--- src/design/kil_pkg.sv ---
// shared types and constants of the keyword/identifier/integer lexer
package kil_pkg;

  // default word buffer depth
  localparam int unsigned MaxWordDef = 16;
  localparam int unsigned LenW       = 7;
  localparam int unsigned AddrW      = 6;

  localparam logic [30:0] ValueMax = 31'h7FFF_FFFF;

  typedef enum logic [4:0] {
    KwBegin  = 5'd0,
    KwEnd    = 5'd1,
    KwIf     = 5'd2,
    KwThen   = 5'd3,
    KwElse   = 5'd4,
    KIdent   = 5'd5,
    KInt     = 5'd6,
    KPlus    = 5'd7,
    KMinus   = 5'd8,
    KStar    = 5'd9,
    KSlash   = 5'd10,
    KLParen  = 5'd11,
    KRParen  = 5'd12,
    KComma   = 5'd13,
    KSemi    = 5'd14,
    KColon   = 5'd15,
    KAssign  = 5'd16,
    KEqual   = 5'd17,
    KIllegal = 5'd18
  } kind_e;

  // write port of the word buffer
  typedef struct packed {
    logic             en;
    logic [AddrW-1:0] addr;
    logic [7:0]       data;
  } buf_wr_t;

  // one command: optional flushed token or word run, then optional single token
  typedef struct packed {
    logic            has_a;
    logic            a_word;
    kind_e           a_kind;
    logic [30:0]     a_value;
    logic            a_ovf;
    logic [LenW-1:0] a_len;
    logic            has_b;
    kind_e           b_kind;
  } cmd_t;

endpackage

--- src/design/kil_stream_if.sv ---
// stream interfaces for characters in and tokens out
interface kil_in_if;
  logic       valid;
  logic       ready;
  logic [7:0] ch;
  logic       end_of_input;

  modport source (output valid, ch, end_of_input, input ready);
  modport sink (input valid, ch, end_of_input, output ready);
endinterface

interface kil_out_if;
  logic        valid;
  logic        ready;
  logic [4:0]  kind;
  logic [7:0]  id_char;
  logic [30:0] value;
  logic        overflow;
  logic        last;

  modport source (output valid, kind, id_char, value, overflow, last, input ready);
  modport sink (input valid, kind, id_char, value, overflow, last, output ready);
endinterface

--- src/design/kil_front.sv ---
// scanner front: accepts characters, tracks scan mode, queues token commands
module kil_front #(
  parameter int unsigned MaxWord = kil_pkg::MaxWordDef
) (
  input  logic                clk_i,
  input  logic                rst_ni,
  kil_in_if.sink              in_i,
  input  logic                full_i,
  input  logic                word_done_i,
  output logic                push_o,
  output kil_pkg::cmd_t       cmd_o,
  output kil_pkg::buf_wr_t    wr_o
);

  localparam int unsigned LW = $clog2(MaxWord + 1);
  localparam int unsigned IW = $clog2(MaxWord);

  localparam logic [2:0] MIdle    = 3'd0;
  localparam logic [2:0] MWord    = 3'd1;
  localparam logic [2:0] MNumber  = 3'd2;
  localparam logic [2:0] MColon   = 3'd3;
  localparam logic [2:0] MSlash   = 3'd4;
  localparam logic [2:0] MComment = 3'd5;
  localparam logic [2:0] MStar    = 3'd6;

  localparam logic [7:0] ChColon  = 8'h3A;
  localparam logic [7:0] ChEqual  = 8'h3D;
  localparam logic [7:0] ChSlash  = 8'h2F;
  localparam logic [7:0] ChStar   = 8'h2A;
  localparam logic [7:0] ChPlus   = 8'h2B;
  localparam logic [7:0] ChMinus  = 8'h2D;
  localparam logic [7:0] ChLParen = 8'h28;
  localparam logic [7:0] ChRParen = 8'h29;
  localparam logic [7:0] ChComma  = 8'h2C;
  localparam logic [7:0] ChSemi   = 8'h3B;
  localparam logic [7:0] ChSpace  = 8'h20;
  localparam logic [7:0] ChDel    = 8'h7F;

  logic [2:0]    mode_q, mode_d;
  logic [LW-1:0] len_q, len_d;
  logic [30:0]   acc_q, acc_d;
  logic          ovf_q, ovf_d;
  logic          busy_q, busy_d;
  logic [7:0]    pfx_q [5];

  logic             accept;
  logic [7:0]       c;
  logic             is_alpha, is_digit, is_blank;
  logic [34:0]      acc_sum;
  logic             kw_hit;
  kil_pkg::kind_e   kw_kind;
  kil_pkg::cmd_t    cmd;
  kil_pkg::buf_wr_t wr;
  logic             pfx_we;
  logic [2:0]       pfx_idx;

  assign c        = in_i.ch;
  assign accept   = in_i.valid && in_i.ready;
  assign is_alpha = (c >= 8'h61 && c <= 8'h7A) || (c >= 8'h41 && c <= 8'h5A);
  assign is_digit = (c >= 8'h30 && c <= 8'h39);
  // control bytes, space and delete
  assign is_blank = (c <= ChSpace) || (c == ChDel);

  // ten times the accumulator plus the new digit
  assign acc_sum = ({4'b0, acc_q} << 3) + ({4'b0, acc_q} << 1) + {31'b0, c[3:0]};

  always_comb begin
    kw_hit  = 1'b1;
    kw_kind = kil_pkg::KwBegin;
    priority if (len_q == LW'(5) &&
                 {pfx_q[0], pfx_q[1], pfx_q[2], pfx_q[3], pfx_q[4]} == "begin") begin
      kw_kind = kil_pkg::KwBegin;
    end else if (len_q == LW'(3) && {pfx_q[0], pfx_q[1], pfx_q[2]} == "end") begin
      kw_kind = kil_pkg::KwEnd;
    end else if (len_q == LW'(2) && {pfx_q[0], pfx_q[1]} == "if") begin
      kw_kind = kil_pkg::KwIf;
    end else if (len_q == LW'(4) &&
                 {pfx_q[0], pfx_q[1], pfx_q[2], pfx_q[3]} == "then") begin
      kw_kind = kil_pkg::KwThen;
    end else if (len_q == LW'(4) &&
                 {pfx_q[0], pfx_q[1], pfx_q[2], pfx_q[3]} == "else") begin
      kw_kind = kil_pkg::KwElse;
    end else begin
      kw_hit = 1'b0;
    end
  end

  always_comb begin
    logic flush_w;
    logic flush_n;
    logic start;
    flush_w = 1'b0;
    flush_n = 1'b0;
    start   = 1'b0;
    mode_d  = mode_q;
    len_d   = len_q;
    acc_d   = acc_q;
    ovf_d   = ovf_q;
    cmd     = '0;
    wr      = '0;
    pfx_we  = 1'b0;
    pfx_idx = len_q[2:0];

    if (in_i.end_of_input) begin
      unique case (mode_q)
        MWord:   flush_w = 1'b1;
        MNumber: flush_n = 1'b1;
        MColon: begin
          cmd.has_a  = 1'b1;
          cmd.a_kind = kil_pkg::KColon;
        end
        MSlash: begin
          cmd.has_a  = 1'b1;
          cmd.a_kind = kil_pkg::KSlash;
        end
        default: ;
      endcase
      mode_d = MIdle;
    end else begin
      unique case (mode_q)
        MWord: begin
          if (is_alpha || is_digit) begin
            if (len_q < LW'(MaxWord)) begin
              wr.en   = 1'b1;
              wr.addr = kil_pkg::AddrW'(len_q[IW-1:0]);
              wr.data = c;
              len_d   = len_q + LW'(1);
              pfx_we  = (len_q < LW'(5));
            end else begin
              ovf_d = 1'b1;
            end
          end else begin
            flush_w = 1'b1;
            start   = 1'b1;
          end
        end
        MNumber: begin
          if (is_digit) begin
            if (acc_sum > {4'b0, kil_pkg::ValueMax}) begin
              acc_d = kil_pkg::ValueMax;
              ovf_d = 1'b1;
            end else begin
              acc_d = acc_sum[30:0];
            end
          end else begin
            flush_n = 1'b1;
            start   = 1'b1;
          end
        end
        MColon: begin
          cmd.has_a = 1'b1;
          if (c == ChEqual) begin
            cmd.a_kind = kil_pkg::KAssign;
            mode_d     = MIdle;
          end else begin
            cmd.a_kind = kil_pkg::KColon;
            start      = 1'b1;
          end
        end
        MSlash: begin
          if (c == ChStar) begin
            mode_d = MComment;
          end else begin
            cmd.has_a  = 1'b1;
            cmd.a_kind = kil_pkg::KSlash;
            start      = 1'b1;
          end
        end
        MComment: begin
          if (c == ChStar) mode_d = MStar;
        end
        MStar: begin
          if (c == ChSlash) mode_d = MIdle;
          else if (c != ChStar) mode_d = MComment;
        end
        default: start = 1'b1;
      endcase
    end

    // pending word: keyword token or identifier run
    if (flush_w) begin
      cmd.has_a = 1'b1;
      if (!ovf_q && kw_hit) begin
        cmd.a_kind = kw_kind;
      end else begin
        cmd.a_word = 1'b1;
        cmd.a_kind = kil_pkg::KIdent;
        cmd.a_ovf  = ovf_q;
        cmd.a_len  = kil_pkg::LenW'(len_q);
      end
      len_d = '0;
      ovf_d = 1'b0;
    end

    if (flush_n) begin
      cmd.has_a   = 1'b1;
      cmd.a_kind  = kil_pkg::KInt;
      cmd.a_value = acc_q;
      cmd.a_ovf   = ovf_q;
      acc_d       = '0;
      ovf_d       = 1'b0;
    end

    // terminating character starts its own token in the same step
    if (start) begin
      mode_d = MIdle;
      priority if (is_blank) begin
        mode_d = MIdle;
      end else if (is_alpha) begin
        wr.en   = 1'b1;
        wr.addr = '0;
        wr.data = c;
        len_d   = LW'(1);
        ovf_d   = 1'b0;
        pfx_we  = 1'b1;
        pfx_idx = 3'd0;
        mode_d  = MWord;
      end else if (is_digit) begin
        acc_d  = {27'b0, c[3:0]};
        ovf_d  = 1'b0;
        mode_d = MNumber;
      end else begin
        unique case (c)
          ChColon: mode_d = MColon;
          ChSlash: mode_d = MSlash;
          ChPlus: begin
            cmd.has_b  = 1'b1;
            cmd.b_kind = kil_pkg::KPlus;
          end
          ChMinus: begin
            cmd.has_b  = 1'b1;
            cmd.b_kind = kil_pkg::KMinus;
          end
          ChStar: begin
            cmd.has_b  = 1'b1;
            cmd.b_kind = kil_pkg::KStar;
          end
          ChLParen: begin
            cmd.has_b  = 1'b1;
            cmd.b_kind = kil_pkg::KLParen;
          end
          ChRParen: begin
            cmd.has_b  = 1'b1;
            cmd.b_kind = kil_pkg::KRParen;
          end
          ChComma: begin
            cmd.has_b  = 1'b1;
            cmd.b_kind = kil_pkg::KComma;
          end
          ChSemi: begin
            cmd.has_b  = 1'b1;
            cmd.b_kind = kil_pkg::KSemi;
          end
          ChEqual: begin
            cmd.has_b  = 1'b1;
            cmd.b_kind = kil_pkg::KEqual;
          end
          default: begin
            cmd.has_b  = 1'b1;
            cmd.b_kind = kil_pkg::KIllegal;
          end
        endcase
      end
    end
  end

  assign in_i.ready = !busy_q && !full_i;
  assign push_o     = accept && (cmd.has_a || cmd.has_b);
  assign cmd_o      = cmd;
  assign wr_o       = accept ? wr : '0;

  // buffer stays busy until the back end has read out the whole run
  always_comb begin
    busy_d = busy_q;
    if (accept && cmd.has_a && cmd.a_word) busy_d = 1'b1;
    else if (word_done_i) busy_d = 1'b0;
  end

  always_ff @(posedge clk_i or negedge rst_ni) begin
    if (!rst_ni) begin
      mode_q <= MIdle;
      len_q  <= '0;
      acc_q  <= '0;
      ovf_q  <= 1'b0;
      busy_q <= 1'b0;
    end else begin
      busy_q <= busy_d;
      if (accept) begin
        mode_q <= mode_d;
        len_q  <= len_d;
        acc_q  <= acc_d;
        ovf_q  <= ovf_d;
      end
    end
  end

  always_ff @(posedge clk_i) begin
    if (accept && pfx_we) pfx_q[pfx_idx] <= c;
  end

endmodule

--- src/design/kil_cmd_fifo.sv ---
// two-entry command queue between scanner front and token back end
module kil_cmd_fifo (
  input  logic          clk_i,
  input  logic          rst_ni,
  input  logic          push_i,
  input  kil_pkg::cmd_t cmd_i,
  input  logic          pop_i,
  output kil_pkg::cmd_t cmd_o,
  output logic          full_o,
  output logic          empty_o
);

  kil_pkg::cmd_t mem_q [2];
  logic          wr_ptr_q, rd_ptr_q;
  logic [1:0]    count_q;

  assign full_o  = (count_q == 2'd2);
  assign empty_o = (count_q == 2'd0);
  assign cmd_o   = mem_q[rd_ptr_q];

  always_ff @(posedge clk_i or negedge rst_ni) begin
    if (!rst_ni) begin
      wr_ptr_q <= 1'b0;
      rd_ptr_q <= 1'b0;
      count_q  <= '0;
    end else begin
      if (push_i) wr_ptr_q <= !wr_ptr_q;
      if (pop_i) rd_ptr_q <= !rd_ptr_q;
      unique case ({push_i, pop_i})
        2'b10:   count_q <= count_q + 2'd1;
        2'b01:   count_q <= count_q - 2'd1;
        default: count_q <= count_q;
      endcase
    end
  end

  always_ff @(posedge clk_i) begin
    if (push_i) mem_q[wr_ptr_q] <= cmd_i;
  end

endmodule

--- src/design/kil_back.sv ---
// token back end: word buffer memory, command sequencer, output register
module kil_back #(
  parameter int unsigned MaxWord = kil_pkg::MaxWordDef
) (
  input  logic             clk_i,
  input  logic             rst_ni,
  input  kil_pkg::buf_wr_t wr_i,
  input  kil_pkg::cmd_t    cmd_i,
  input  logic             empty_i,
  output logic             pop_o,
  output logic             word_done_o,
  kil_out_if.source        out_o
);

  localparam int unsigned LW = $clog2(MaxWord + 1);
  localparam int unsigned IW = $clog2(MaxWord);

  localparam logic [2:0] BIdle = 3'd0;
  localparam logic [2:0] BRead = 3'd1;
  localparam logic [2:0] BWord = 3'd2;
  localparam logic [2:0] BTokA = 3'd3;
  localparam logic [2:0] BTokB = 3'd4;

  logic [7:0]    mem_q [MaxWord];
  logic [7:0]    rd_q;
  logic [2:0]    st_q, st_d;
  kil_pkg::cmd_t work_q, work_d;
  logic [IW-1:0] idx_q, idx_d;

  logic           out_valid_q;
  kil_pkg::kind_e kind_q, kind_d;
  logic [7:0]     id_q, id_d;
  logic [30:0]    val_q, val_d;
  logic           ovf_q, ovf_d;
  logic           last_q, last_d;

  logic free, load, rd_en, run_end;

  assign free    = !out_valid_q || out_o.ready;
  assign run_end = (LW'(idx_q) + LW'(1)) == work_q.a_len[LW-1:0];

  always_comb begin
    st_d        = st_q;
    work_d      = work_q;
    idx_d       = idx_q;
    pop_o       = 1'b0;
    rd_en       = 1'b0;
    load        = 1'b0;
    word_done_o = 1'b0;
    kind_d      = work_q.b_kind;
    id_d        = '0;
    val_d       = '0;
    ovf_d       = 1'b0;
    last_d      = 1'b1;

    unique case (st_q)
      BIdle: begin
        if (!empty_i) begin
          pop_o  = 1'b1;
          work_d = cmd_i;
          idx_d  = '0;
          if (!cmd_i.has_a) st_d = BTokB;
          else if (cmd_i.a_word) st_d = BRead;
          else st_d = BTokA;
        end
      end
      BRead: begin
        rd_en = 1'b1;
        st_d  = BWord;
      end
      BWord: begin
        if (free) begin
          load   = 1'b1;
          kind_d = kil_pkg::KIdent;
          id_d   = rd_q;
          ovf_d  = work_q.a_ovf;
          last_d = run_end;
          if (run_end) begin
            word_done_o = 1'b1;
            st_d        = work_q.has_b ? BTokB : BIdle;
          end else begin
            idx_d = idx_q + IW'(1);
            st_d  = BRead;
          end
        end
      end
      BTokA: begin
        if (free) begin
          load   = 1'b1;
          kind_d = work_q.a_kind;
          val_d  = work_q.a_value;
          ovf_d  = work_q.a_ovf;
          st_d   = work_q.has_b ? BTokB : BIdle;
        end
      end
      BTokB: begin
        if (free) begin
          load = 1'b1;
          st_d = BIdle;
        end
      end
      default: st_d = BIdle;
    endcase
  end

  always_ff @(posedge clk_i) begin
    if (wr_i.en) mem_q[wr_i.addr[IW-1:0]] <= wr_i.data;
    if (rd_en) rd_q <= mem_q[idx_q];
  end

  always_ff @(posedge clk_i or negedge rst_ni) begin
    if (!rst_ni) begin
      st_q        <= BIdle;
      out_valid_q <= 1'b0;
    end else begin
      st_q <= st_d;
      if (load) out_valid_q <= 1'b1;
      else if (out_o.ready) out_valid_q <= 1'b0;
    end
  end

  always_ff @(posedge clk_i) begin
    work_q <= work_d;
    idx_q  <= idx_d;
    if (load) begin
      kind_q <= kind_d;
      id_q   <= id_d;
      val_q  <= val_d;
      ovf_q  <= ovf_d;
      last_q <= last_d;
    end
  end

  assign out_o.valid    = out_valid_q;
  assign out_o.kind     = kind_q;
  assign out_o.id_char  = id_q;
  assign out_o.value    = val_q;
  assign out_o.overflow = ovf_q;
  assign out_o.last     = last_q;

endmodule

--- src/design/keyword_identifier_integer_lexer_unit.sv ---
// top level of the keyword/identifier/integer lexer
//
//  channel | dir | beat                                   | accepted when
//  in_i    | in  | ch, end_of_input                       | valid & ready
//  out_o   | out | kind, id_char, value, overflow, last   | valid & ready
//
// the front takes one character a cycle while the command queue has room and
// the word buffer is not held by an identifier run still being read out
// the back end pops a command, gives each token through the output register and
// each identifier character through a buffer memory read, then the output register
// reset clears the scan state, the queue and the output valid flag; the word
// buffer is not cleared and needs no clearing pass
// a stalled output holds its beat while the front keeps scanning into the queue
module keyword_identifier_integer_lexer_unit #(
  parameter int unsigned MaxWord = kil_pkg::MaxWordDef
) (
  input  logic      clk_i,
  input  logic      rst_ni,
  kil_in_if.sink    in_i,
  kil_out_if.source out_o
);

  // front to queue
  kil_pkg::cmd_t    push_cmd;
  logic             push;
  logic             q_full;
  // queue to back end
  kil_pkg::cmd_t    pop_cmd;
  logic             pop;
  logic             q_empty;
  // word buffer writes and release
  kil_pkg::buf_wr_t buf_wr;
  logic             word_done;

  kil_front #(
    .MaxWord(MaxWord)
  ) u_front (
    .clk_i,
    .rst_ni,
    .in_i,
    .full_i     (q_full),
    .word_done_i(word_done),
    .push_o     (push),
    .cmd_o      (push_cmd),
    .wr_o       (buf_wr)
  );

  kil_cmd_fifo u_fifo (
    .clk_i,
    .rst_ni,
    .push_i (push),
    .cmd_i  (push_cmd),
    .pop_i  (pop),
    .cmd_o  (pop_cmd),
    .full_o (q_full),
    .empty_o(q_empty)
  );

  kil_back #(
    .MaxWord(MaxWord)
  ) u_back (
    .clk_i,
    .rst_ni,
    .wr_i       (buf_wr),
    .cmd_i      (pop_cmd),
    .empty_i    (q_empty),
    .pop_o      (pop),
    .word_done_o(word_done),
    .out_o
  );

endmodule

--- src/flat_wrapper.sv ---
// flat-port wrapper written by rule: the top's interface ports become plain ports
module keyword_identifier_integer_lexer_unit_flat 
#(
  parameter int unsigned MaxWord = kil_pkg::MaxWordDef
)
  (clk_i, rst_ni, in_i_valid, in_i_ch, in_i_end_of_input, in_i_ready, out_o_valid, out_o_kind, out_o_id_char, out_o_value, out_o_overflow, out_o_last, out_o_ready);
  kil_in_if in_i_i ();
  kil_out_if out_o_i ();
  input  logic clk_i;
  input  logic rst_ni;
  input wire logic [$bits(in_i_i.valid)-1:0] in_i_valid;
  input wire logic [$bits(in_i_i.ch)-1:0] in_i_ch;
  input wire logic [$bits(in_i_i.end_of_input)-1:0] in_i_end_of_input;
  output wire logic [$bits(in_i_i.ready)-1:0] in_i_ready;
  output wire logic [$bits(out_o_i.valid)-1:0] out_o_valid;
  output wire logic [$bits(out_o_i.kind)-1:0] out_o_kind;
  output wire logic [$bits(out_o_i.id_char)-1:0] out_o_id_char;
  output wire logic [$bits(out_o_i.value)-1:0] out_o_value;
  output wire logic [$bits(out_o_i.overflow)-1:0] out_o_overflow;
  output wire logic [$bits(out_o_i.last)-1:0] out_o_last;
  input wire logic [$bits(out_o_i.ready)-1:0] out_o_ready;
  assign in_i_i.valid = in_i_valid;
  assign in_i_i.ch = in_i_ch;
  assign in_i_i.end_of_input = in_i_end_of_input;
  assign in_i_ready = in_i_i.ready;
  assign out_o_valid = out_o_i.valid;
  assign out_o_kind = out_o_i.kind;
  assign out_o_id_char = out_o_i.id_char;
  assign out_o_value = out_o_i.value;
  assign out_o_overflow = out_o_i.overflow;
  assign out_o_last = out_o_i.last;
  assign out_o_i.ready = out_o_ready;
  keyword_identifier_integer_lexer_unit #(.MaxWord(MaxWord)) u_core (.clk_i(clk_i), .rst_ni(rst_ni), .in_i(in_i_i), .out_o(out_o_i));
endmodule
--- config.mk ---
export PLATFORM = sky130hd
export DESIGN_NAME = keyword_identifier_integer_lexer_unit_flat
export DESIGN_NICKNAME = d
export VERILOG_FILES = /design/src/design/kil_pkg.sv /design/src/design/kil_stream_if.sv /design/src/design/kil_front.sv /design/src/design/kil_cmd_fifo.sv /design/src/design/kil_back.sv /design/src/design/keyword_identifier_integer_lexer_unit.sv /design/src/flat_wrapper.sv
export SDC_FILE = /design/constraint.sdc
export NUM_CORES = 1
export LEC_CHECK = 0
export BUFFER_PORTS_ARGS = -buffer_cell sky130_fd_sc_hd__buf_2
export CORE_MARGIN = 3
export CORE_UTILIZATION = 46
export CTS_BUF_LIST = sky130_fd_sc_hd__clkbuf_8
export DETAILED_ROUTE_END_ITERATION = 10
export SYNTH_ARGS = -nofsm -noshare
export SYNTH_HDL_FRONTEND = slang
export SYNTH_HIERARCHICAL = 1
export SYNTH_SLANG_ARGS = --single-unit
--- constraint.sdc ---
create_clock -name clk_i -period 8.05 [get_ports clk_i]
set_input_delay 0.4025 -clock clk_i [delete_from_list [all_inputs] [get_ports clk_i]]
set_output_delay 0.4025 -clock clk_i [all_outputs]
set_load 0.03 [all_outputs]
Word-level counts from Yosys, hierarchy flattened. Memories as Yosys holds them, arrays and structs flattened. A register that Yosys moved wholly into a read port is not among the register bits. Index checks and enable logic that the tools add are counted.

RAM bits: 272. Memories: 3. Bits in registers: 147. Output and inout bits: 48. Input port bits: 13. Word-level logic and storage cells: 268.

Add/sub/neg operators: 7. Bitwise logic cells: 1. Muxes and demuxes: 136. Reductions and logical operators: 45. Magnitude comparators: 10. Equal/unequal tests: 44.

Memories: u_core.u_back.mem_q (words 16, bits a word 8, rd ports 1, clocked after memory_dff 1, wr ports 1, line kil_back.sv:24) `logic [7:0] mem_q [MaxWord];`; u_core.u_fifo.mem_q (words 2, bits a word 52, rd ports 1, clocked after memory_dff 0, wr ports 1, line kil_cmd_fifo.sv:13) `kil_pkg::cmd_t mem_q [2];`; u_core.u_front.pfx_q (words 5, bits a word 8, rd ports 5, clocked after memory_dff 0, wr ports 1, line kil_front.sv:44) `logic [7:0] pfx_q [5];`.

Operators with widths (count): 31-bit two-way mux (9); 15-bit two-way mux (8); 8-bit by 6-bit == test with 1-bit output (second input constant) (10); 3-bit two-way mux (24); 5-bit two-way mux (14); 32-bit by 31-bit == test with 1-bit output (second input constant) (2); 1-bit two-way mux (56); 6-bit one-hot mux with 9 select lines (1); 40-bit by 39-bit == test with 1-bit output (second input constant) (1); 37-bit two-way mux (1); 34-bit by 32-bit adder with 35-bit output (1); 35-bit by 4-bit adder with 35-bit output (1); 35-bit by 31-bit > comparator with 1-bit output (second input constant) (1); 24-bit by 23-bit == test with 1-bit output (second input constant) (1); 6-bit two-way mux (4); 5-bit one-hot mux with 2 select lines (2); 16-bit by 15-bit == test with 1-bit output (second input constant) (1); 8-bit by 7-bit greater-or-equal comparator with 1-bit output (second input constant) (2); 8-bit by 6-bit less-or-equal comparator with 1-bit output (second input constant) (2); 8-bit by 7-bit less-or-equal comparator with 1-bit output (second input constant) (2); 4-bit two-way mux (4); 8-bit two-way mux (2); 4-bit one-hot mux with 2 select lines (2); 1-bit logical AND (15); 41 further kinds (77).

Depth between registers and ports, before layout. An unclocked memory read counts as a cell.

Word-level depth: 16. Depth in mapped cells: 16. Depth with buffers taken out: 14.

Cells and area by module. Netlist, hierarchy kept.

By module, submodules not included: kil_back (area each 8949.8 um^2, cells an instance 428, sequential area each 7126.8 um^2, times used 1); kil_front (area each 6553.8 um^2, cells an instance 699, sequential area each 2227.1 um^2, times used 1); kil_cmd_fifo (area each 4187.8 um^2, cells an instance 178, sequential area each 3223.1 um^2, times used 1).

Least setup slack after synthesis. OpenSTA, ideal clock, no wires.

Kind: reg-to-reg. Start point: reg u_core.u_back.st_q[0]. End point: reg u_core.u_back.idx_q[0] (enable). Library setup time: 0.349 ns. Stages on the path, launching flop included: 4. Required time: 7.701 ns. Arrival time: 6.498 ns. Slack: 1.202 ns. Clock period less this slack: 6.848 ns. Buffers on the path: 0. Cells stage by stage: dfrtp_1 nor4_1 o21ai_0 a21oi_1.

Cells in the longest elaborated chain, start to end: 3. Elaborated cells between the ends (all ways): 7. Classes of those cells: eq/ne: 4; reduce/logical: 3.

RTL lines: start, declared (line kil_back.sv:26) `logic [2:0] st_q, st_d;`; start signal, assigned (line kil_back.sv:113) `st_q <= BIdle;`; start signal, assigned (line kil_back.sv:116) `st_q <= st_d;`; 3-bit by 2-bit == test with 1-bit output / 3-bit logical NOT (equally long branches) (line kil_back.sv:56) `unique case (st_q)`; 2-bit != test (no source line) / 2-bit nonzero test (equally long branches); 4-bit AND reduction (no source line) *; end signal, assigned (line kil_back.sv:124) `idx_q <= idx_d;`; end, declared (line kil_back.sv:28) `logic [IW-1:0] idx_q, idx_d;`.

Every way passes the cells marked *; elsewhere a longest branch is shown, timed or not. A chain may end at the register's enable or synchronous reset.

Worst setup path in the final report.
Start point: reg u_core.u_front.acc_q[2]. End point: reg u_core.u_front.acc_q[13].

Cells in the longest elaborated chain, start to end: 12.

RTL lines: start, declared (line kil_front.sv:41) `logic [30:0] acc_q, acc_d;`; start signal, assigned (line kil_front.sv:283) `acc_q <= '0;`; start signal, assigned (line kil_front.sv:291) `acc_q <= acc_d;`; 34-bit by 32-bit adder with 35-bit output * (line kil_front.sv:65) `assign acc_sum = ({4'b0, acc_q} << 3) + ({4'b0, acc_q} << 1) + {31'b0, c[3:0]};`; 35-bit by 4-bit adder with 35-bit output * (line kil_front.sv:65); 35-bit by 31-bit > comparator with 1-bit output (line kil_front.sv:139) `if (acc_sum > {4'b0, kil_pkg::ValueMax}) begin`; 31-bit two-way mux * (line kil_front.sv:139); 31-bit two-way mux * (line kil_front.sv:138) `if (is_digit) begin`; 31-bit two-way mux * (line kil_front.sv:120) `unique case (mode_q)`; 31-bit two-way mux * (line kil_front.sv:104) `if (in_i.end_of_input) begin`; 31-bit two-way mux * (line kil_front.sv:195) `if (flush_n) begin`; 31-bit two-way mux (line kil_front.sv:218) `end else if (is_digit) begin`; 31-bit two-way mux (line kil_front.sv:209) `end else if (is_alpha) begin`; 31-bit two-way mux (line kil_front.sv:207) `priority if (is_blank) begin`; 31-bit two-way mux * (line kil_front.sv:205) `if (start) begin`.

Marked as above.

==> impl_results.md <==
- Status: finished, final reports clean
- Clk buf depth: 3
- GP Congestion: 0.8869
- DRC: 0
- Critical Path End Type: register
- Ant diodes: 0
- Worst-Skew Late Latency: 620 ps
- Setup Skew: 43.65 ps
- Clock buffer count from CTS: 71
- MaxCap Viol Count: 0
- DIE HEIGHT: 212.0 um
- Max frequency: 232.7 MHz
- Pleak: 0.008212 uW
- Post-route ant nets: 0
- VDD IR-drop max: 0.1820 mV
- Relative slew slack: 0.2301
- Initial antenna violation count: 0
- Cts repair resizes: 0
- DRT Pass-1 Iters: 5
- WP data arrival: 4820 ps
- Clock-pin slew on the worst setup and hold paths: 70 ps
- Dpl hpwl: 26,720 um
- Startpoint types: register
- Share of layout cells above drive strength 1: 0.1850
- Dpl ws: 3430 ps
- Syn avg cell area: 15.07 sq um
- GRT Total Usage: 0.1825
- Pwr Total: 6579 uW
- Pin count of the biggest net entering global routing: 54
- I/O pin cnt: 61
- DRT Wirelength: 40,200 um
- Min cycle time layout: 4297 ps
- Final Cycle Share: 0.5338
- CP Class: reg2reg
- First-pass GRT wire length: 63,300 um
- Num Clock Sinks: 423
- Fin cells: 1,975
- Root Buffer: clkbuf_8
- Cells after Synth: 1,295
- Synth Net Count: 1,378
- Row cnt: 74
- Via density per instance: 5.657
- CTS tree: built
- Remaining global-route overflow: 0
- # Post-CTS Setup Buffers: 0
- CP max FO: 26
- Drt wl/cell: 20.36 um
- Setup ws final: 3753 ps
- Die Wd: 212.0 um
- Hold Path Class: in2reg
- Final setup vio count: 0
- Total die area: 44,920 sq um
- Area delta synth->final: 10.81%
- Core area: 41,390 sq um
- Post-synthesis cell area: 19,510 sq um
- Vias in the first global route: 10,970
- Initial Util: 0.4714
- Synth Warn #: 6
- PwrDens: 304.3 nW/um^2
- # port buffers: 60
- WP data required: 8570 ps
- CTS HTree Levels: 3
- RSZ-0062 raised after global routing: no
- # placed instances: 1,847
- Final hold violations: 0
- Post-CTS Hold Buffers: 1
- Worst Tran Pin Value: 1146 ps
- Iter 0 DRT Violations: 859
- Slew Limit Fails: 0
- Via count: 11,170
- Final TNS setup: 0 ps
- Fin nets: 1,472
## power by group
group          internal, uW  total, uW  switching (uW)
combinational           656       1700            1040
clock                   977       1800             824
sequential             2900       3080             178
## placed cells by master (no fill, tap or decap), types with 8 or more instances in the layout
master and instances:
a211oi_1 11, a31oi_1 9, nand2_1 74, a21oi_1 44, mux2_4 47, a221o_1 27, xnor2_1 23, nor3b_1 10
mux4_2 23, nand3_1 13, nand2b_1 14, dfrtp_1 48, and3_1 25, inv_1 53, clkbuf_8 77, nor2_1 71
clkinv_1 8, o21a_1 9, nand4_1 14, or3_1 8, and2_1 75, edfxtp_1 374, nor3_1 25, xor2_1 14
nor2b_1 13, a21o_1 13, o21ai_0 28, mux4_1 17, ha_1 68, buf_4 17, buf_2 60
## path summary, 6_finish.rpt
kind                       cells after the start  slack (ps)                      from                    endpoint
max                                           12        3750   u_core/u_front/acc_q[2]    u_core/u_front/acc_q[13]
min                                            1         100                in_i_ch[7]  u_core/u_front/pfx_q[4][7]
max reg2reg                                   12        3750   u_core/u_front/acc_q[2]    u_core/u_front/acc_q[13]
min reg2reg                                    1         490  u_core/u_fifo/count_q[1]    u_core/u_fifo/count_q[1]
max in group asynchronous                      3        7060                    rst_ni      u_core/u_fifo/rd_ptr_q
min in group asynchronous                      3         460                    rst_ni        u_core/u_front/ovf_q
## state kept, by name, indices dropped and copies added, names as in the netlist, 2 cells and up
register                     flops
u_core/u_back/out_o.id_char      8
u_core/u_fifo/count_q            2
u_core/u_back/out_o.value       31
u_core/u_fifo/mem_q            100
u_core/u_back/work_q            48
u_core/u_front/acc_q            31
u_core/u_back/idx_q              4
u_core/u_front/len_q             5
u_core/u_back/rd_q               8
u_core/u_back/st_q               3
u_core/u_front/pfx_q            40
u_core/u_front/mode_q            3
u_core/u_back/out_o.kind         5
u_core/u_back/mem_q            128
## metrics by stage
stage / hold WS, ps / utilization / instance area (sq um)
6_report: 103.6 / 0.5224 / 21620
5_1_grt: 116.7 / 0.5224 / 21620
4_1_cts: 65.79 / 0.5224 / 21620
3_5_place_dp: 481.2 / 0.4895 / 20260
3_3_place_gp: 471.8 / 0.4895 / 20260
2_1_floorplan: 106.9 / - / 19510
## layout make-up
class,instances,area (sq um)
clock buffers,77,1060
clock inverters,50,289.0
fillers,3403,19770
inverters,21,78.83
multi-input cells,794,6630
flip-flops and latches,423,12460
well taps,532,665.6
repair buffers,78,437.9
## critical path: stages, from the launching register on
cell	delay, ps
dfrtp_1	390
inv_1	150
fa_1	480
fa_1	480
nor2b_1	190
o2111ai_1	180
a31oi_1	310
a21oi_1	190
o21ba_4	240
and3_4	150
o32ai_4	370
o21a_1	840
a221o_1	220
## routing by layer
layer	GRT usage	vias to the layer above	share of wire	wire length, um
li1	-	5249	-	-
met3	0.03986	66	0.059	2369
met2	0.2566	309	0.42	16930
met4	0.05589	0	0.019	749
met1	0.2839	5549	0.50	20160
met5	0	-	0	0
(Power assumes the default switching activity.)
